$ cat src/rtl/rcr_pkg.sv
`timescale 1ns / 1ps

package rcr_pkg;

    // Defaults for the top level parameters
    localparam int MAX_COLS_DEF  = 256;
    localparam int MAX_ROWS_DEF  = 256;
    localparam int FRAC_BITS_DEF = 8;

    // Widest values the parameter ranges allow; command fields are sized for them
    localparam int DIM_W_MAX  = 10;
    localparam int FRAC_MAX   = 16;
    localparam int COORD_W    = DIM_W_MAX + FRAC_MAX + 2;
    localparam int ADDR_W_MAX = 2 * DIM_W_MAX;

    // Port field widths
    localparam int IN_COORD_W = 20;
    localparam int CHAR_W     = 8;
    localparam int CFG_W      = 9;
    localparam int CFG_IDX_W  = 2;

    // Configuration register indexes
    localparam logic [CFG_IDX_W-1:0] CFG_WIDTH  = 2'd0;
    localparam logic [CFG_IDX_W-1:0] CFG_HEIGHT = 2'd1;
    localparam logic [CFG_IDX_W-1:0] CFG_BG     = 2'd2;

    localparam logic [CFG_W-1:0]  CANVAS_W_RST = 9'd256;
    localparam logic [CFG_W-1:0]  CANVAS_H_RST = 9'd256;
    localparam logic [CHAR_W-1:0] BG_RST       = 8'd32;

    // Operations
    localparam logic [1:0] OP_CLEAR = 2'd0;
    localparam logic [1:0] OP_DRAW  = 2'd1;
    localparam logic [1:0] OP_READ  = 2'd2;
    localparam logic [1:0] OP_NONE  = 2'd3;

    localparam logic [CHAR_W-1:0] KIND_FILLED  = 8'h52;
    localparam logic [CHAR_W-1:0] KIND_OUTLINE = 8'h72;

    // Result status
    localparam logic [1:0] ST_OK      = 2'd0;
    localparam logic [1:0] ST_REJECT  = 2'd1;
    localparam logic [1:0] ST_OUTSIDE = 2'd2;

    // Back-end commands
    localparam logic [1:0] CMD_CLEAR = 2'd0;
    localparam logic [1:0] CMD_DRAW  = 2'd1;
    localparam logic [1:0] CMD_READ  = 2'd2;
    localparam logic [1:0] CMD_REPLY = 2'd3;

    localparam int QUEUE_DEPTH = 2;

    typedef logic signed [COORD_W-1:0] t_coord;

    typedef struct packed {
        logic [CFG_W-1:0]  canvas_width;
        logic [CFG_W-1:0]  canvas_height;
        logic [CHAR_W-1:0] background_char;
    } t_cfg;

    // Rectangle bounds are precomputed so the sweep only compares:
    // inside when lo <= p <= hi, border when p < lo_in or p > hi_in.
    typedef struct packed {
        logic [1:0]            cmd;
        logic                  outline;
        logic [CHAR_W-1:0]     paint;
        logic [1:0]            status;
        t_coord                x_lo;
        t_coord                x_hi;
        t_coord                x_lo_in;
        t_coord                x_hi_in;
        t_coord                y_lo;
        t_coord                y_hi;
        t_coord                y_lo_in;
        t_coord                y_hi_in;
        logic [DIM_W_MAX-1:0]  last_col;
        logic [DIM_W_MAX-1:0]  last_row;
        logic [ADDR_W_MAX-1:0] addr;
    } t_cmd;

endpackage

$ cat src/rtl/rcr_fifo.sv
`timescale 1ns / 1ps

module rcr_fifo (
    input  logic          i_clk,
    input  logic          i_rst_n,
    input  logic          i_push,
    input  rcr_pkg::t_cmd i_data,
    output logic          o_full,
    input  logic          i_pop,
    output logic          o_empty,
    output rcr_pkg::t_cmd o_data
);

    localparam int PW = $clog2(rcr_pkg::QUEUE_DEPTH);
    localparam int CW = $clog2(rcr_pkg::QUEUE_DEPTH + 1);

    rcr_pkg::t_cmd r_mem [rcr_pkg::QUEUE_DEPTH];
    logic [PW-1:0] r_wp;
    logic [PW-1:0] r_rp;
    logic [CW-1:0] r_cnt;

    assign o_full  = (r_cnt == CW'(rcr_pkg::QUEUE_DEPTH));
    assign o_empty = (r_cnt == '0);
    assign o_data  = r_mem[r_rp];

    always_ff @(posedge i_clk) begin
        if (!i_rst_n) begin
            r_wp  <= '0;
            r_rp  <= '0;
            r_cnt <= '0;
        end else begin
            if (i_push) begin
                r_wp <= r_wp + PW'(1);
            end
            if (i_pop) begin
                r_rp <= r_rp + PW'(1);
            end
            if (i_push && !i_pop) begin
                r_cnt <= r_cnt + CW'(1);
            end else if (i_pop && !i_push) begin
                r_cnt <= r_cnt - CW'(1);
            end
        end
    end

    always_ff @(posedge i_clk) begin
        if (i_push) begin
            r_mem[r_wp] <= i_data;
        end
    end

endmodule

$ cat config.mk
export PLATFORM = sky130hd
export DESIGN_NAME = rcr_fifo
export DESIGN_NICKNAME = d
export VERILOG_FILES = /design/src/rtl/rcr_pkg.sv /design/src/rtl/rcr_fifo.sv
export SDC_FILE = /design/constraint.sdc
export NUM_CORES = 1
export LEC_CHECK = 0
export ABC_CLOCK_PERIOD_IN_PS = 13400
export BUFFER_PORTS_ARGS = -buffer_cell sky130_fd_sc_hd__buf_2
export CORE_AREA = 2 2 220 222
export CTS_CLUSTER_DIAMETER = 30
export DETAILED_ROUTE_END_ITERATION = 6
export DIE_AREA = 0 0 222 224
export PLACE_DENSITY = 0.83
export SYNTH_ARGS = -nofsm -noshare
export SYNTH_HDL_FRONTEND = slang
export SYNTH_SLANG_ARGS = --single-unit
export TNS_END_PERCENT = 20
$ cat constraint.sdc
create_clock -name i_clk -period 13.4 [get_ports i_clk]
set_input_delay 0.67 -clock i_clk [delete_from_list [all_inputs] [get_ports i_clk]]
set_output_delay 0.67 -clock i_clk [all_outputs]
set_load 0.01 [all_outputs]
==> impl_metrics.csv <==
group,metric,value,unit
grt,met1_usage,19.8,%
placed_design,placedInstanceArea,24500,um^2
critical_path,cpMaxStageDelayCell,"dfxtp_4",
sta,slew_hr,27.9,%
clock_tree,cts_buffer_depth,3,
sta,timing.clock.skew,0.0137,ns
floorplan,die_width,222,um
grt,overflow,0,
sta,final.min_clock_period,4.73,ns
grt,grt_use_met3,6.45,%
logic_synthesis,ys_warn_count,0,
sta,unrepaired_setup_endpoints_after_global_routing,"false",
clock_tree,post_cts_hold_buffer_count,0,
critical_path,crit_type,"flop to output pin",
logic_synthesis,yosys-top-cells-count,"edfxtp_1, mux2_4, mux2_2",
critical_path,timing.critical_path.cells,"buf_4 > buf_4 > mux2_4 > buf_2",
pwr,pwr_density_cell,178,nW/um^2
clock_tree,post_cts.repair.setup_buffers,0,
pwr,max_ir_drop_vdd,0.144,mV
logic_synthesis,netlist_area,21200,um^2
detailed_routing,detail_route.first_pass.iterations,4,
sta,fmax,211,MHz
flow_run,max_cap_violations,0,
floorplan,dieHeight,224,um
detailed_routing,routed-via-count,10878,
floorplan,number_of_placement_rows,80,
floorplan,starting_density_of_the_core,44.7,%
critical_path,max_stage_delay,0.95,ns
logic_synthesis,ys_async_sr_fraction,0,%
placed_design,io_buffers,559,
final_layout,fraction_of_final_layout_cells_sized_beyond_drive_strength_1,63.1,%
grt,gr-max-usage-layer,"met2",
placed_design,place.detailed.hpwl,31400,um
grt,number_of_antenna_violations_at_the_first_check_in_global_routing,11,
clock_tree,cts_tree,"yes",
worst_hold_path,holdCritPathClass,"input port to flop",
detailed_routing,routed_antenna_nets,0,
clock_tree,cts_inserted_buffers,99,
logic_synthesis,synthDominantAreaCellType,"edfxtp_1",
critical_path,critPathMaxFanout,64,
logic_synthesis,synth.ff_latch_count,559,
pwr,static-leakage-power,11.0,nW
critical_path,critical_path.endpoint_type,"output pin",
floorplan,die-area,49700,um^2
sta,finalHoldViolCount,0,
logic_synthesis,synth.net_count,1166,
sta,setup-violations-final,0,
final_layout,area_delta_synth_final,31.6,%
placed_design,finalWeightedCongestion,0.803,
sta,period_share,35.3,%
logic_synthesis,synth.most_common_cell,"edfxtp_1",
grt,met2_usage,32.7,%
clock_tree,cts_root_buf,"clkbuf_16",
clock_tree,cts_sinks,559,
clock_tree,clk_transition_reported_paths,0.05,ns
grt,grt_max_degree,164,
logic_synthesis,synth_largest_type_area_fraction,78.6,%
detailed_routing,finalWirelength,47800,um
outcome,status,"finished, final reports clean",
grt,grt_first_pass_wirelength,67900,um
critical_path,critical_path_arrival,4.06,ns
critical_path,start_kind,"flop",
sta,final.setup.worst_slack,8.67,ns
logic_synthesis,number_of_enable_type_register_cells_in_the_synthesized_netlist,554,
logic_synthesis,ys_top_cells_by_area,"edfxtp_1, mux2_4, mux2_2",
grt,global_route.usage.total,18.4,%
detailed_routing,viasPerCell,4.89,
floorplan,floorplan.io_pins,560,
grt,grt_pass1_vias,11525,
placed_design,detailedPlace.worstSlack,9.24,ns
clock_tree,h-tree-depth,3,
final_layout,layout.nets,1805,
detailed_routing,post-route-drc-count,0,
clock_tree,clock_insertion_delay_worst_skew,0.61,ns
sta,timing_max_transition_violations_final,0,
logic_synthesis,synth_sequential_area_ratio,79.1,%
logic_synthesis,postSynthAreaPerCell,23.9,um^2
sta,fin_tns_setup,0,ns
floorplan,core,47300,um^2
final_layout,layout.cell_area.non_filler,27800,um^2
logic_synthesis,top_flip_flop_cell_by_instance_count_after_synthesis,"edfxtp_1",
detailed_routing,wire_length_per_cell,21.5,um
sta,worst_tran_pin_value,1.08,ns
critical_path,cp_data_required_time,12.73,ns
logic_synthesis,synth.lib_cells_used.distinct,17,
detailed_routing,drt-initial-drc-count,738,
clock_tree,postCtsResizedCells,0,
logic_synthesis,synthesis.instances,884,
critical_path,critPathMostFrequentCell,"buf_4",
==> layer usage <==
layer / wire length [um] / share of wire [%]
met1: 17100 / 36
met2: 25400 / 53
met3: 3900 / 8.2
met4: 1290 / 2.7
met5: 62 / 0.13
==> cell families (layout without fill, tap and decap cells) <==
family                     Yosys count  count (layout)  share of synthesized area, %
DFF                                559             559                          79.1
muxes                              277             277                          18.8
buffers and inverters               32             754                          1.55
and+or+nand+nor                      9               9                         0.254
AOI/OAI and AO/OA                    3               3                        0.0946
xor gates and xnor gates             3               3                         0.124
adders and majority gates            1               1                        0.0591
other                                0               3                             0
==> placed cells by master, fill, tap and decap left out, drive strengths merged, types with 2 or more instances in the layout <==
master,synthesis,layout
clkbuf,0,107
clkinvlp,0,16
mux2,277,277
bufinv,0,9
and2,4,4
nor2b,3,3
clkinv,0,34
dfxtp,5,5
xor2,2,2
inv,1,19
buf,31,569
edfxtp,554,554
diode,0,3
==> flip-flops by register name (all words and copies together) (netlist names), named ones only <==
| signal | flops |
|---|---|
| r_rp | 1 |
| r_mem | 554 |
| r_wp | 1 |
| r_cnt | 2 |
==> metrics by stage <==
| step | util [%] | total power (W) | instances | hold slack [ns] |
|---|---|---|---|---|
| after floorplan | - | 0.00238 | 884 | 0.473 |
| after global placement | 51.8 | 0.00252 | 2037 | 0.490 |
| after global routing | 58.8 | 0.00510 | 2224 | 0.208 |
| final | 58.8 | 0.00495 | 2224 | 0.245 |
| after detailed placement | 51.8 | 0.00254 | 2037 | 0.547 |
| after CTS | 58.8 | 0.00500 | 2221 | 0.193 |
==> critical path: cells and delay by family (launching register included) <==
family	cells	cell delay, ns
muxes	1	0.39
DFF	1	0.95
buffers and inverters	3	1.99
==> worst paths after layout <==
path,startpoint,endpoint,slack [ns],cells after the start
worst min-delay path,i_data[67],r_mem[1][67],0.24,1
worst min register to register,r_rp,flop,0.57,2
worst max-delay path,flop,o_data[180],8.67,4
worst max register to register,r_wp,r_mem[0][143],9.70,4
==> final cells by class <==
| type | count | area (um^2) |
|---|---|---|
| antenna | 3 | 7.51 |
| fill | 3306 | 19500 |
| inverter | 1 | 3.75 |
| multi-input combinational | 293 | 4110 |
| clock buffer | 107 | 2570 |
| tap | 615 | 769 |
| sequential | 559 | 16700 |
| timing repair buffer | 569 | 2890 |
| clock inverter | 77 | 762 |
==> where the power goes <==
group | internal, W | switching [W]
registers | 0.00203 | 0.0000330
logic | 0.000224 | 0.000223
clock network | 0.00158 | 0.000864
Note: power is estimated with default switching activity, not from simulation.
