--- src/rtl/rcr_pkg.sv ---
`timescale 1ns / 1ps

package rcr_pkg;

    // Defaults for the top level parameters
    localparam int MAX_COLS_DEF  = 256;
    localparam int MAX_ROWS_DEF  = 256;
    localparam int FRAC_BITS_DEF = 8;

    // Widest values the parameter ranges allow; command fields are sized for them
    localparam int DIM_W_MAX  = 10;
    localparam int FRAC_MAX   = 16;
    localparam int COORD_W    = DIM_W_MAX + FRAC_MAX + 2;
    localparam int ADDR_W_MAX = 2 * DIM_W_MAX;

    // Port field widths
    localparam int IN_COORD_W = 20;
    localparam int CHAR_W     = 8;
    localparam int CFG_W      = 9;
    localparam int CFG_IDX_W  = 2;

    // Configuration register indexes
    localparam logic [CFG_IDX_W-1:0] CFG_WIDTH  = 2'd0;
    localparam logic [CFG_IDX_W-1:0] CFG_HEIGHT = 2'd1;
    localparam logic [CFG_IDX_W-1:0] CFG_BG     = 2'd2;

    localparam logic [CFG_W-1:0]  CANVAS_W_RST = 9'd256;
    localparam logic [CFG_W-1:0]  CANVAS_H_RST = 9'd256;
    localparam logic [CHAR_W-1:0] BG_RST       = 8'd32;

    // Operations
    localparam logic [1:0] OP_CLEAR = 2'd0;
    localparam logic [1:0] OP_DRAW  = 2'd1;
    localparam logic [1:0] OP_READ  = 2'd2;
    localparam logic [1:0] OP_NONE  = 2'd3;

    localparam logic [CHAR_W-1:0] KIND_FILLED  = 8'h52;
    localparam logic [CHAR_W-1:0] KIND_OUTLINE = 8'h72;

    // Result status
    localparam logic [1:0] ST_OK      = 2'd0;
    localparam logic [1:0] ST_REJECT  = 2'd1;
    localparam logic [1:0] ST_OUTSIDE = 2'd2;

    // Back-end commands
    localparam logic [1:0] CMD_CLEAR = 2'd0;
    localparam logic [1:0] CMD_DRAW  = 2'd1;
    localparam logic [1:0] CMD_READ  = 2'd2;
    localparam logic [1:0] CMD_REPLY = 2'd3;

    localparam int QUEUE_DEPTH = 2;

    typedef logic signed [COORD_W-1:0] t_coord;

    typedef struct packed {
        logic [CFG_W-1:0]  canvas_width;
        logic [CFG_W-1:0]  canvas_height;
        logic [CHAR_W-1:0] background_char;
    } t_cfg;

    // Rectangle bounds are precomputed so the sweep only compares:
    // inside when lo <= p <= hi, border when p < lo_in or p > hi_in.
    typedef struct packed {
        logic [1:0]            cmd;
        logic                  outline;
        logic [CHAR_W-1:0]     paint;
        logic [1:0]            status;
        t_coord                x_lo;
        t_coord                x_hi;
        t_coord                x_lo_in;
        t_coord                x_hi_in;
        t_coord                y_lo;
        t_coord                y_hi;
        t_coord                y_lo_in;
        t_coord                y_hi_in;
        logic [DIM_W_MAX-1:0]  last_col;
        logic [DIM_W_MAX-1:0]  last_row;
        logic [ADDR_W_MAX-1:0] addr;
    } t_cmd;

endpackage

--- src/rtl/rcr_intf.sv ---
`timescale 1ns / 1ps

interface rcr_in_if;
    logic                                   valid;
    logic                                   ready;
    logic [1:0]                             operation;
    logic [rcr_pkg::CHAR_W-1:0]             shape_kind;
    logic signed [rcr_pkg::IN_COORD_W-1:0]  rect_left;
    logic signed [rcr_pkg::IN_COORD_W-1:0]  rect_top;
    logic signed [rcr_pkg::IN_COORD_W-1:0]  rect_span_x;
    logic signed [rcr_pkg::IN_COORD_W-1:0]  rect_span_y;
    logic [rcr_pkg::CHAR_W-1:0]             paint_char;
    logic [7:0]                             pixel_col;
    logic [7:0]                             pixel_row;

    modport source (
        output valid, operation, shape_kind, rect_left, rect_top, rect_span_x,
               rect_span_y, paint_char, pixel_col, pixel_row,
        input  ready
    );
    modport sink (
        input  valid, operation, shape_kind, rect_left, rect_top, rect_span_x,
               rect_span_y, paint_char, pixel_col, pixel_row,
        output ready
    );
endinterface


--- src/rtl/rcr_front.sv ---
`timescale 1ns / 1ps

module rcr_front #(
    parameter int MAX_COLS  = rcr_pkg::MAX_COLS_DEF,
    parameter int MAX_ROWS  = rcr_pkg::MAX_ROWS_DEF,
    parameter int FRAC_BITS = rcr_pkg::FRAC_BITS_DEF
) (
    rcr_in_if.sink         s_cmd,
    input  rcr_pkg::t_cfg  i_cfg,
    input  logic           i_busy,
    input  logic           i_full,
    output logic           o_push,
    output rcr_pkg::t_cmd  o_cmd
);

    localparam int CCW = $clog2(MAX_COLS + 1);
    localparam int RCW = $clog2(MAX_ROWS + 1);

    logic [CCW-1:0]  w_cols;
    logic [RCW-1:0]  w_rows;
    logic            w_empty_canvas;
    logic            w_bad_rect;
    logic            w_read_in;
    rcr_pkg::t_coord w_one;
    rcr_pkg::t_coord w_x0;
    rcr_pkg::t_coord w_y0;
    rcr_pkg::t_coord w_x1;
    rcr_pkg::t_coord w_y1;

    // Active canvas, clipped to the store size
    assign w_cols = (32'(i_cfg.canvas_width) > 32'(MAX_COLS)) ? CCW'(MAX_COLS)
                                                             : CCW'(i_cfg.canvas_width);
    assign w_rows = (32'(i_cfg.canvas_height) > 32'(MAX_ROWS)) ? RCW'(MAX_ROWS)
                                                              : RCW'(i_cfg.canvas_height);
    assign w_empty_canvas = (w_cols == '0) || (w_rows == '0);

    assign w_one = rcr_pkg::t_coord'(32'd1 << FRAC_BITS);
    assign w_x0  = rcr_pkg::t_coord'(s_cmd.rect_left);
    assign w_y0  = rcr_pkg::t_coord'(s_cmd.rect_top);
    assign w_x1  = w_x0 + rcr_pkg::t_coord'(s_cmd.rect_span_x);
    assign w_y1  = w_y0 + rcr_pkg::t_coord'(s_cmd.rect_span_y);

    assign w_bad_rect = s_cmd.rect_span_x[rcr_pkg::IN_COORD_W-1] || (s_cmd.rect_span_x == '0)
                     || s_cmd.rect_span_y[rcr_pkg::IN_COORD_W-1] || (s_cmd.rect_span_y == '0)
                     || ((s_cmd.shape_kind != rcr_pkg::KIND_FILLED)
                         && (s_cmd.shape_kind != rcr_pkg::KIND_OUTLINE));

    assign w_read_in = (32'(s_cmd.pixel_col) < 32'(w_cols))
                    && (32'(s_cmd.pixel_row) < 32'(w_rows));

    assign s_cmd.ready = !i_full && !i_busy;
    assign o_push      = s_cmd.valid && s_cmd.ready;

    always_comb begin
        o_cmd          = '0;
        o_cmd.outline  = (s_cmd.shape_kind == rcr_pkg::KIND_OUTLINE);
        o_cmd.paint    = s_cmd.paint_char;
        o_cmd.x_lo     = w_x0;
        o_cmd.x_hi     = w_x1;
        o_cmd.x_lo_in  = w_x0 + w_one;
        o_cmd.x_hi_in  = w_x1 - w_one;
        o_cmd.y_lo     = w_y0;
        o_cmd.y_hi     = w_y1;
        o_cmd.y_lo_in  = w_y0 + w_one;
        o_cmd.y_hi_in  = w_y1 - w_one;
        o_cmd.last_col = rcr_pkg::DIM_W_MAX'(w_cols - CCW'(1));
        o_cmd.last_row = rcr_pkg::DIM_W_MAX'(w_rows - RCW'(1));
        o_cmd.addr     = rcr_pkg::ADDR_W_MAX'(32'(s_cmd.pixel_row) * 32'(MAX_COLS)
                                              + 32'(s_cmd.pixel_col));
        o_cmd.status   = rcr_pkg::ST_OK;
        o_cmd.cmd      = rcr_pkg::CMD_REPLY;
        unique case (s_cmd.operation)
            rcr_pkg::OP_CLEAR: begin
                o_cmd.cmd = rcr_pkg::CMD_CLEAR;
            end
            rcr_pkg::OP_DRAW: begin
                if (w_bad_rect) begin
                    o_cmd.status = rcr_pkg::ST_REJECT;
                end else if (!w_empty_canvas) begin
                    o_cmd.cmd = rcr_pkg::CMD_DRAW;
                end
            end
            rcr_pkg::OP_READ: begin
                if (w_read_in) begin
                    o_cmd.cmd = rcr_pkg::CMD_READ;
                end else begin
                    o_cmd.status = rcr_pkg::ST_OUTSIDE;
                end
            end
            rcr_pkg::OP_NONE: begin
                o_cmd.cmd = rcr_pkg::CMD_REPLY;
            end
            default: begin
                o_cmd.cmd = rcr_pkg::CMD_REPLY;
            end
        endcase
    end

endmodule

--- src/flat_wrapper.sv ---
// flat-port wrapper written by rule: the top's interface ports become plain ports
module rcr_front_flat 
#(
    parameter int MAX_COLS  = rcr_pkg::MAX_COLS_DEF,
    parameter int MAX_ROWS  = rcr_pkg::MAX_ROWS_DEF,
    parameter int FRAC_BITS = rcr_pkg::FRAC_BITS_DEF
)
  (i_cfg, i_busy, i_full, o_push, o_cmd, s_cmd_valid, s_cmd_operation, s_cmd_shape_kind, s_cmd_rect_left, s_cmd_rect_top, s_cmd_rect_span_x, s_cmd_rect_span_y, s_cmd_paint_char, s_cmd_pixel_col, s_cmd_pixel_row, s_cmd_ready);
  rcr_in_if s_cmd_i ();
  input  rcr_pkg::t_cfg i_cfg;
  input  logic i_busy;
  input  logic i_full;
  output logic o_push;
  output rcr_pkg::t_cmd o_cmd;
  input wire logic [$bits(s_cmd_i.valid)-1:0] s_cmd_valid;
  input wire logic [$bits(s_cmd_i.operation)-1:0] s_cmd_operation;
  input wire logic [$bits(s_cmd_i.shape_kind)-1:0] s_cmd_shape_kind;
  input wire logic [$bits(s_cmd_i.rect_left)-1:0] s_cmd_rect_left;
  input wire logic [$bits(s_cmd_i.rect_top)-1:0] s_cmd_rect_top;
  input wire logic [$bits(s_cmd_i.rect_span_x)-1:0] s_cmd_rect_span_x;
  input wire logic [$bits(s_cmd_i.rect_span_y)-1:0] s_cmd_rect_span_y;
  input wire logic [$bits(s_cmd_i.paint_char)-1:0] s_cmd_paint_char;
  input wire logic [$bits(s_cmd_i.pixel_col)-1:0] s_cmd_pixel_col;
  input wire logic [$bits(s_cmd_i.pixel_row)-1:0] s_cmd_pixel_row;
  output wire logic [$bits(s_cmd_i.ready)-1:0] s_cmd_ready;
  assign s_cmd_i.valid = s_cmd_valid;
  assign s_cmd_i.operation = s_cmd_operation;
  assign s_cmd_i.shape_kind = s_cmd_shape_kind;
  assign s_cmd_i.rect_left = s_cmd_rect_left;
  assign s_cmd_i.rect_top = s_cmd_rect_top;
  assign s_cmd_i.rect_span_x = s_cmd_rect_span_x;
  assign s_cmd_i.rect_span_y = s_cmd_rect_span_y;
  assign s_cmd_i.paint_char = s_cmd_paint_char;
  assign s_cmd_i.pixel_col = s_cmd_pixel_col;
  assign s_cmd_i.pixel_row = s_cmd_pixel_row;
  assign s_cmd_ready = s_cmd_i.ready;
  rcr_front #(.MAX_COLS(MAX_COLS), .MAX_ROWS(MAX_ROWS), .FRAC_BITS(FRAC_BITS)) u_core (.s_cmd(s_cmd_i), .i_cfg(i_cfg), .i_busy(i_busy), .i_full(i_full), .o_push(o_push), .o_cmd(o_cmd));
endmodule
--- config.mk ---
export PLATFORM = sky130hd
export DESIGN_NAME = rcr_front_flat
export DESIGN_NICKNAME = d
export VERILOG_FILES = /design/src/rtl/rcr_pkg.sv /design/src/rtl/rcr_intf.sv /design/src/rtl/rcr_front.sv /design/src/flat_wrapper.sv
export SDC_FILE = /design/constraint.sdc
export NUM_CORES = 1
export LEC_CHECK = 0
export BUFFER_PORTS_ARGS = -buffer_cell sky130_fd_sc_hd__buf_2
export CORE_AREA = 5 5 160 162
export DETAILED_ROUTE_END_ITERATION = 10
export DIE_AREA = 0 0 165 167
export PLACE_DENSITY = 0.51
export SETUP_SLACK_MARGIN = 0.4
export SLEW_MARGIN = 10
export SYNTH_ARGS = -nofsm -noshare
export SYNTH_HDL_FRONTEND = slang
export SYNTH_SLANG_ARGS = --single-unit
--- constraint.sdc ---
create_clock -name vclk -period 5.39
set_clock_uncertainty 0.05 [all_clocks]
set_input_delay 0.2695 -clock vclk [all_inputs]
set_output_delay 0.2695 -clock vclk [all_outputs]
set_load 0.1 [all_outputs]
==> results.py, run 1 <==
metrics = {
    "final_layout": {
        "drive_above_1_share": 0.458,
        "clkbuf_count": 0,
        "fin_area_sq_um": 6560,
        "fillers": 2691,
        "area.sequential_sq_um": 0,
        "flops_and_latches": 0,
        "final_nets": 1166,
        "area_delta_synth_final_pct": 29.3,
        "finalNonFillerCells": 1279,
    },
    "routing": {
        "drtIter0Drc": 274,
        "wl_um": 20000,
        "viasPerCell": 4.53,
        "antenna_left": 0,
        "wl_per_cell_um": 15.7,
        "via_count": 5791,
        "route.detailed.drc": 0,
        "dr.pass1.iters": 5,
    },
    "pwr": {
        "p_leak_nw": 3.41,
        "p_comb_frac": 1.000,
        "vdd_drop_max_mv": 0.194,
        "power_density_nw_per_um2": 407,
        "seqPwrFrac": 0,
        "power.total_mw": 2.67,
        "netSwitchingPower_mw": 2.26,
        "p_int_mw": 0.404,
        "sw_frac_of_total": 0.848,
        "power.clock.fraction": 0,
    },
    "global_routing": {
        "grt_pass1_wl_um": 30600,
        "antenna_found_initial": 3,
        "grt.overflow.total": 0,
        "grt_max_degree": 16,
        "grt_pass1_vias": 5607,
        "globalRouteTotalUtil": 0.133,
    },
    "logic_synthesis": {
        "netlist_area_sq_um": 5070,
        "ys_types": 68,
        "yosysSeqAreaShare": 0,
        "synth_warnings": 0,
        "yosysTopAreaCell": "buf_4",
        "post_synth.cell_area_avg_sq_um": 7.14,
        "yosys-top-cells-area": "buf_4 (21%), ha_1 (16%), xnor2_1 (9.3%), a21oi_1 (4.2%), xor2_1 (4.0%)",
        "synth_top_area_frac": 0.213,
        "syn_inst": 710,
    },
    "setup_path": {
        "cp-end-kind": "output port",
        "crit_fanout": 7,
        "crit_required_ns": 5.07,
        "cp_slowest_cell": "o41ai_1",
        "max_stage_delay_ns": 0.71,
        "critPathMostFrequentCell": "buf_2",
        "crit_type": "in -> out",
        "cp-start-kind": "input port",
        "path_cells": "buf_2, ha_1, nand4_1, o221ai_1, a31oi_1, o41ai_1, mux2i_1, o2111ai_1, nor3_1, nand2b_1, buf_2",
        "worstPathArrival_ns": 4.02,
        "startpoint": "s_cmd_rect_left[8]",
    },
    "timing": {
        "final-setup-viol-count": 0,
        "hold_violations": 0,
        "maxSlewViolCount": 0,
        "worst_pin_slew_ns": 1.03,
        "fin_crit_sh": 0.806,
        "finalCriticalPeriod_ns": 4.34,
        "relSlewSlack": 0.311,
        "fmax_mhz": 230,
        "setup_tns_ns": 0,
        "rsz0062_at_grt": "no",
    },
    "place": {
        "io_buffers": 394,
        "dpl.hpwl_um": 18100,
        "gp_congestion": 0.841,
        "placedInstanceArea_sq_um": 6550,
        "dp.cells": 1277,
    },
    "floorplan": {
        "rows": 57,
        "die_w_um": 165,
        "coreArea_sq_um": 24000,
        "ios": 422,
        "start_util": 0.212,
        "die-area_sq_um": 27600,
        "die_h_um": 167,
    },
    "min_path": {
        "hp-start": "s_cmd_paint_char[7]",
        "hold_path.class": "in -> out",
    },
    "clocking": {
        "cts-resized-gates": 0,
        "hold_buffers": 0,
        "cts_setup_buffers": 0,
    },
    "flow_run": {
        "maxCapViolCount": 0,
    },
    "status": {
        "status": "finished, final reports clean",
    },
}
-- cells in the mapped netlist (10+ instances only) --
library cell,instances
inv_1,34
o21a_1,10
a21o_1,18
nand3_1,26
nor3_1,16
buf_4,144
and3_1,14
xnor2_1,54
o21ai_0,15
xor2_1,23
ha_1,66
nand2b_1,25
nor4_1,17
a21oi_1,43
nor2_1,35
nand2_1,53
-- cell families (layout without fill, tap and decap cells) --
family,after synthesis,count (layout),synth area share
AO/OA/AOI/OAI,147,147,0.202
XOR/XNOR,77,77,0.133
adder cells (fa/ha/maj),68,68,0.171
buffers and inverters,188,428,0.248
multiplexers,5,5,0.0106
other,1,6,0.000739
AND/OR/NAND/NOR,224,224,0.235
-- metal layers --
layer / share of wire / routed length [um] / up-vias / GRT usage
li1: - / - / 2888 / -
met1: 0.45 / 8970 / 2650 / 0.182
met2: 0.47 / 9500 / 225 / 0.229
met3: 0.058 / 1150 / 26 / 0.0106
met4: 0.020 / 400 / 2 / 0.0224
met5: 0.00065 / 13 / - / 0
-- critical path: cells and delay by family --
kind,cells,cell delay [ns]
buf+inv,2,0.58
compound gates,4,1.40
fa+ha+maj,1,0.49
simple gates,3,0.90
mux,1,0.37
-- placed cells by master, fill, tap and decap left out, types with 18 or more instances in the layout --
cell type / count
ha_1: 64
xor2_1: 18
buf_2: 394
inv_1: 34
nand3_1: 26
nand2_1: 53
a21oi_1: 43
nand2b_1: 25
a21o_1: 18
nor2_1: 34
xnor2_1: 44
-- cell type report --
class	count	area (sq um)	share of cell area
well taps	324	405	0.0618
multi-input cells	525	4050	0.617
repair buffers	394	1970	0.301
inverters	34	128	0.0195
diodes	2	5.00	0.000764
-- through the flow --
| stage | util | worst slack [ns] | hold slack, ns |
|---|---|---|---|
| after global routing | 0.274 | 0.713 | 0.489 |
| after CTS | 0.273 | 1.03 | 0.490 |
| final | 0.274 | 1.05 | 0.489 |
| after detailed placement | 0.273 | 1.05 | 0.490 |
| after global placement | 0.273 | 1.17 | 0.490 |
| after floorplan | - | -0.864 | 0.701 |
-- power groups by stage --
stage	logic, mW	registers, mW	clock network, mW
finish	2.67	0	0.0000000496
CTS	2.68	0	0
global route	2.77	0	0.0000000496
global placement	2.68	0	0
detailed placement	2.68	0	0
floorplan	2.40	0	0
-- path summary, 6_finish.rpt --
kind	to	cells past startpoint
worst min-delay path	o_cmd[273]	0
worst max-delay path	o_cmd[174]	11
Power figures use the tool's default switching activity.
==> inputs of run 2 (changes only) <==
- ABC_AREA: not set -> 1
- PLACE_DENSITY: 0.51 -> 0.56
- clock period: 5.39 -> 4.5 ns (I/O delays scaled with it)
==> run 2 against run 1 <==
  * Design area grew 14%
  * Area after synthesis grew 20%
  * Hold slack lost 0.089 ns
  * Critical endpoint is now o_cmd[172]
  * Highest routed layer unchanged
==> results.py, run 2 <==
metrics = {
    "status": {
        "status": "finished, final reports clean",
    },
    "final_layout": {
        "clkbuf_count": 0,
        "finalNonFillerCells": 1646,
        "area_delta_synth_final_pct": 23.0,
        "drive_above_1_share": 0.361,
        "area.sequential_sq_um": 0,
        "finish.utilization": 0.311,
        "fillers": 2782,
        "final_nets": 1533,
        "layout_common_cells": "buf_2 (394), nand2_1 (327), inv_1 (144)",
        "flops_and_latches": 0,
        "mostFrequentLayoutCell": "buf_2",
    },
    "min_path": {
        "hold_path.class": "in -> out",
        "hp-start": "s_cmd_paint_char[3]",
    },
    "timing": {
        "hold_violations": 0,
        "rsz0062_at_grt": "no",
        "maxSlewViolCount": 0,
        "fin_crit_sh": 0.766,
        "relSlewSlack": 0.451,
        "finalCriticalPeriod_ns": 3.45,
        "final-setup-viol-count": 0,
        "fmax_mhz": 290,
        "setup_tns_ns": 0,
        "worst_pin_slew_ns": 0.818,
        "holdWs_ns": 0.400,
    },
    "routing": {
        "route.detailed.drc": 0,
        "antenna_left": 0,
        "viasPerCell": 4.37,
        "wl_per_cell_um": 14.3,
        "wl_um": 23500,
        "via_count": 7196,
        "dr.pass1.iters": 5,
        "drtIter0Drc": 377,
    },
    "logic_synthesis": {
        "post_synth.cell_area_avg_sq_um": 5.68,
        "yosysMostFrequentCell": "nand2_1",
        "synth_top_area_frac": 0.203,
        "synth_warnings": 0,
        "ys_types": 36,
        "yosysSeqAreaShare": 0,
        "netlist_area_sq_um": 6070,
        "syn_inst": 1067,
        "synth.top_cells.by_count": "nand2_1 (328), buf_4 (144), inv_1 (144)",
        "yosysTopAreaCell": "nand2_1",
        "yosys-top-cells-area": "nand2_1 (20%), buf_4 (18%), ha_1 (14%), inv_1 (8.9%), xor2_1 (7.7%)",
    },
    "setup_path": {
        "path_cells": "buf_2, ha_1, fa_1, nand2_1, nand2_1, nand3b_1, nand2_1, xor2_4, inv_2, ha_1, nand3_1, nor2_4, nand2_2, nor2_4, nand3_1, nand2_2, buf_2",
        "crit_fanout": 5,
        "crit_type": "in -> out",
        "max_stage_delay_ns": 0.44,
        "cp-start-kind": "input port",
        "crit_required_ns": 4.22,
        "startpoint": "s_cmd_rect_span_x[0]",
        "cp-end-kind": "output port",
        "worstPathArrival_ns": 3.17,
        "cp_slowest_cell": "fa_1",
        "critPathMostFrequentCell": "nand2_1",
    },
    "floorplan": {
        "start_util": 0.253,
        "die_w_um": 165,
        "ios": 422,
        "die_h_um": 167,
        "coreArea_sq_um": 24000,
        "die-area_sq_um": 27600,
        "rows": 57,
    },
    "global_routing": {
        "grt_pass1_wl_um": 35100,
        "antenna_found_initial": 6,
        "grt_max_degree": 13,
        "grt.overflow.total": 0,
        "globalRouteTotalUtil": 0.155,
        "grt_pass1_vias": 6640,
    },
    "clocking": {
        "hold_buffers": 0,
        "cts-resized-gates": 0,
        "cts_setup_buffers": 0,
    },
    "pwr": {
        "power.total_mw": 3.38,
        "vdd_drop_max_mv": 0.361,
        "power_density_nw_per_um2": 453,
        "p_leak_nw": 4.54,
    },
    "place": {
        "dp.cells": 1644,
        "io_buffers": 394,
        "dpl.hpwl_um": 21500,
        "gp_congestion": 0.893,
    },
    "flow_run": {
        "maxCapViolCount": 0,
    },
}
## run 2: changes by cell type after synthesis, sizes merged, moves of 8 or more
cell and change:
xnor2 -46, a21oi -8, nand2b -25, a21o -18, o21a -10, nor2 +56
nand2 +301, inv +126, nand3b +8, nor4 -9, nand3 +36, nand4 +11
xor2 +32, and3 -14
## run 2: routing by layer
layer  wire length (um)  global-route usage  vias up
met5                 40                   0        -
met4                362              0.0206        8
met3               2090              0.0245       30
met2              10800               0.270      313
met1              10200               0.206     3140
li1                   -                   -     3705
## run 2: critical path, delay by kind of cell
kind / cells / cell delay, ns
xor gates and xnor gates: 1 / 0.20
buffers and inverters: 3 / 0.62
and+or+nand+nor: 10 / 1.21
adders and majority gates: 3 / 0.90
## run 2: kinds of logic (layout without fill, tap and decap cells)
| family | Yosys count | in the layout | share of synthesized area |
|---|---|---|---|
| XOR/XNOR | 63 | 63 | 0.0934 |
| buffers and inverters | 304 | 554 | 0.277 |
| other | 1 | 6 | 0.000618 |
| AND/OR/NAND/NOR | 570 | 570 | 0.430 |
| adder cells (fa/ha/maj) | 68 | 68 | 0.143 |
| AO/OA/AOI/OAI | 61 | 61 | 0.0557 |
## run 2: layout make-up
class              count  area, sq um  share of cell area
well taps            324          405              0.0543
diodes                 2         5.00            0.000671
repair buffers       394         1970               0.264
inverters            160          601              0.0805
multi-input cells    766         4480               0.600
## run 2: worst paths after layout
path | endpoint | slack [ns] | cells past startpoint
worst max-delay path | o_cmd[172] | 1.05 | 17
worst min-delay path | o_cmd[269] | 0.40 | 0
## run 2: stage by stage
stage | area, sq um | worst slack [ns]
after global routing | 7460 | 0.845
after floorplan | 6160 | 0.363
after global placement | 7460 | 1.08
after detailed placement | 7460 | 1.03
after CTS | 7460 | 1.03
final | 7460 | 1.05
## run 2: power by group
group          internal, mW  leakage [nW]  switching, mW
Combinational         0.476          4.54           2.91
Clock          0.0000000595     0.0000127              0
Sequential                0             0              0
Total                 0.476          4.54           2.91
==> inputs of run 3 (changes only) <==
- CORE_AREA: 5 5 160 162 -> 5 5 162 164
- DIE_AREA: 0 0 165 167 -> 0 0 167 169
- PLACE_DENSITY: 0.56 -> 0.57
- clock period: 4.5 -> 2.8 ns (I/O delays scaled with it)
==> run 3 against run 2 <==
  * Clock-buffer cell count is the same
  * Core utilization is 14 points higher
  * Die area increased by 2.4%
  * Wire length increased by 10%
  * Critical endpoint is now o_cmd[168]
  * Hold slack worse by 0.17 ns
  * Global-route usage up 1.0 points
  * Largest power group unchanged
==> results.py, run 3 (synthesis gave the netlist of run 2 again) <==
metrics = {
    "min_path": {
        "hold_path.class": "in -> out",
        "hold_depth": 0,
    },
    "final_layout": {
        "mostFrequentLayoutCell": "buf_2",
        "final_nets": 1623,
        "finish.utilization": 0.455,
        "layout_common_cells": "buf_2 (318), nand2_1 (231), inv_1 (124)",
        "fillers": 2464,
        "drive_above_1_share": 0.586,
        "area_delta_synth_final_pct": 85.6,
        "diodes": 0,
        "clkbuf_count": 0,
        "area.sequential_sq_um": 0,
        "flops_and_latches": 0,
        "finalNonFillerCells": 1740,
        "fin_area_sq_um": 11300,
    },
    "floorplan": {
        "start_util": 0.245,
        "die-area_sq_um": 28200,
        "die_w_um": 167,
        "die_h_um": 169,
        "coreArea_sq_um": 24700,
        "ios": 422,
        "rows": 58,
    },
    "flow_run": {
        "maxCapViolCount": 0,
    },
    "setup_path": {
        "crit_required_ns": 2.61,
        "crit_fanout": 5,
        "worstPathArrival_ns": 2.42,
        "cp-end-kind": "output port",
        "cp-start-kind": "input port",
        "crit_type": "in -> out",
    },
    "place": {
        "placedInstanceArea_sq_um": 9730,
        "dp.cells": 1689,
        "gp_congestion": 0.912,
        "dpl.hpwl_um": 22300,
        "io_buffers": 394,
    },
    "routing": {
        "viasPerCell": 4.51,
        "route.detailed.drc": 0,
        "wl_per_cell_um": 14.9,
        "dr.pass1.iters": 5,
        "drtIter0Drc": 409,
        "via_count": 7846,
        "wl_um": 25900,
        "antenna_left": 0,
    },
    "timing": {
        "maxSlewViolCount": 0,
        "final-setup-viol-count": 0,
        "setup_tns_ns": 0,
        "rsz0062_at_grt": "yes",
        "hold_violations": 0,
        "relSlewSlack": 0.622,
        "fmax_mhz": 383,
        "finalCriticalPeriod_ns": 2.61,
        "worst_pin_slew_ns": 0.563,
        "fin_crit_sh": 0.932,
    },
    "global_routing": {
        "grt_max_degree": 13,
        "antenna_found_initial": 0,
        "grt_pass1_wl_um": 39100,
        "grt.overflow.total": 0,
        "globalRouteTotalUtil": 0.165,
        "grt_pass1_vias": 7510,
    },
    "status": {
        "status": "finished, final reports clean",
    },
    "pwr": {
        "vdd_drop_max_mv": 0.546,
        "power_density_nw_per_um2": 628,
        "p_leak_nw": 5.59,
    },
}
-- run 3: changes by cell type in the layout (fill, tap and decap cells not counted), moves of 36 or more --
cell / change
ha_4: +36
nand2_2: +57
nand2_1: -96
buf_4: +74
ha_1: -41
buf_12: +61
buf_2: -76
-- run 3: area by class of cell --
class | instances | area (sq um) | area share
inverters | 160 | 664 | 0.0590
multi-input cells | 766 | 6450 | 0.573
well taps | 330 | 413 | 0.0367
repair buffers | 484 | 3730 | 0.331
-- run 3: routing by layer --
| metal | routed length (um) | global-route usage |
|---|---|---|
| met1 | 10700 | 0.216 |
| met2 | 12500 | 0.290 |
| met3 | 2140 | 0.0320 |
| met4 | 444 | 0.0231 |
| met5 | 0 | 0 |
-- run 3: timing repair --
action	4_1_cts	5_1_grt
pin swaps	56	80
cloned	0	0
setup endpoints to repair	59	62
resized for setup	112	148
setup buffers	29	22
hold buffers	0	0
-- run 3: through the flow --
stage	hold WS, ns	worst slack [ns]	power [mW]
after global routing	0.230	0.0251	7.33
after global placement	0.231	0.0877	6.62
after floorplan	0.410	-0.416	5.35
after CTS	0.231	0.172	6.87
final	0.230	0.192	7.07
after detailed placement	0.231	0.0396	6.64
-- run 3: power breakdown --
part	total, mW	internal, mW	switching, mW
sequential	0	0	0
clock	0	0	0
combinational	7.07	1.87	5.20
-- run 3: final timing paths --
path | startpoint | to | slack [ns]
worst max-delay path | s_cmd_rect_left[0] | o_cmd[168] | 0.19
worst min-delay path | s_cmd_paint_char[4] | o_cmd[270] | 0.23
-- run 3: worst max-delay path, stage by stage --
cell      delay (ns)
buf_8           0.10
ha_4            0.16
fa_2            0.37
nand2_2         0.10
nand2_1         0.05
nand3b_1        0.10
nand2_2         0.09
xor2_4          0.18
inv_8           0.07
ha_4            0.14
nand3_4         0.06
nor2_4          0.12
nand2_4         0.06
nor2_4          0.17
buf_6           0.14
xor2_4          0.16
buf_12          0.19
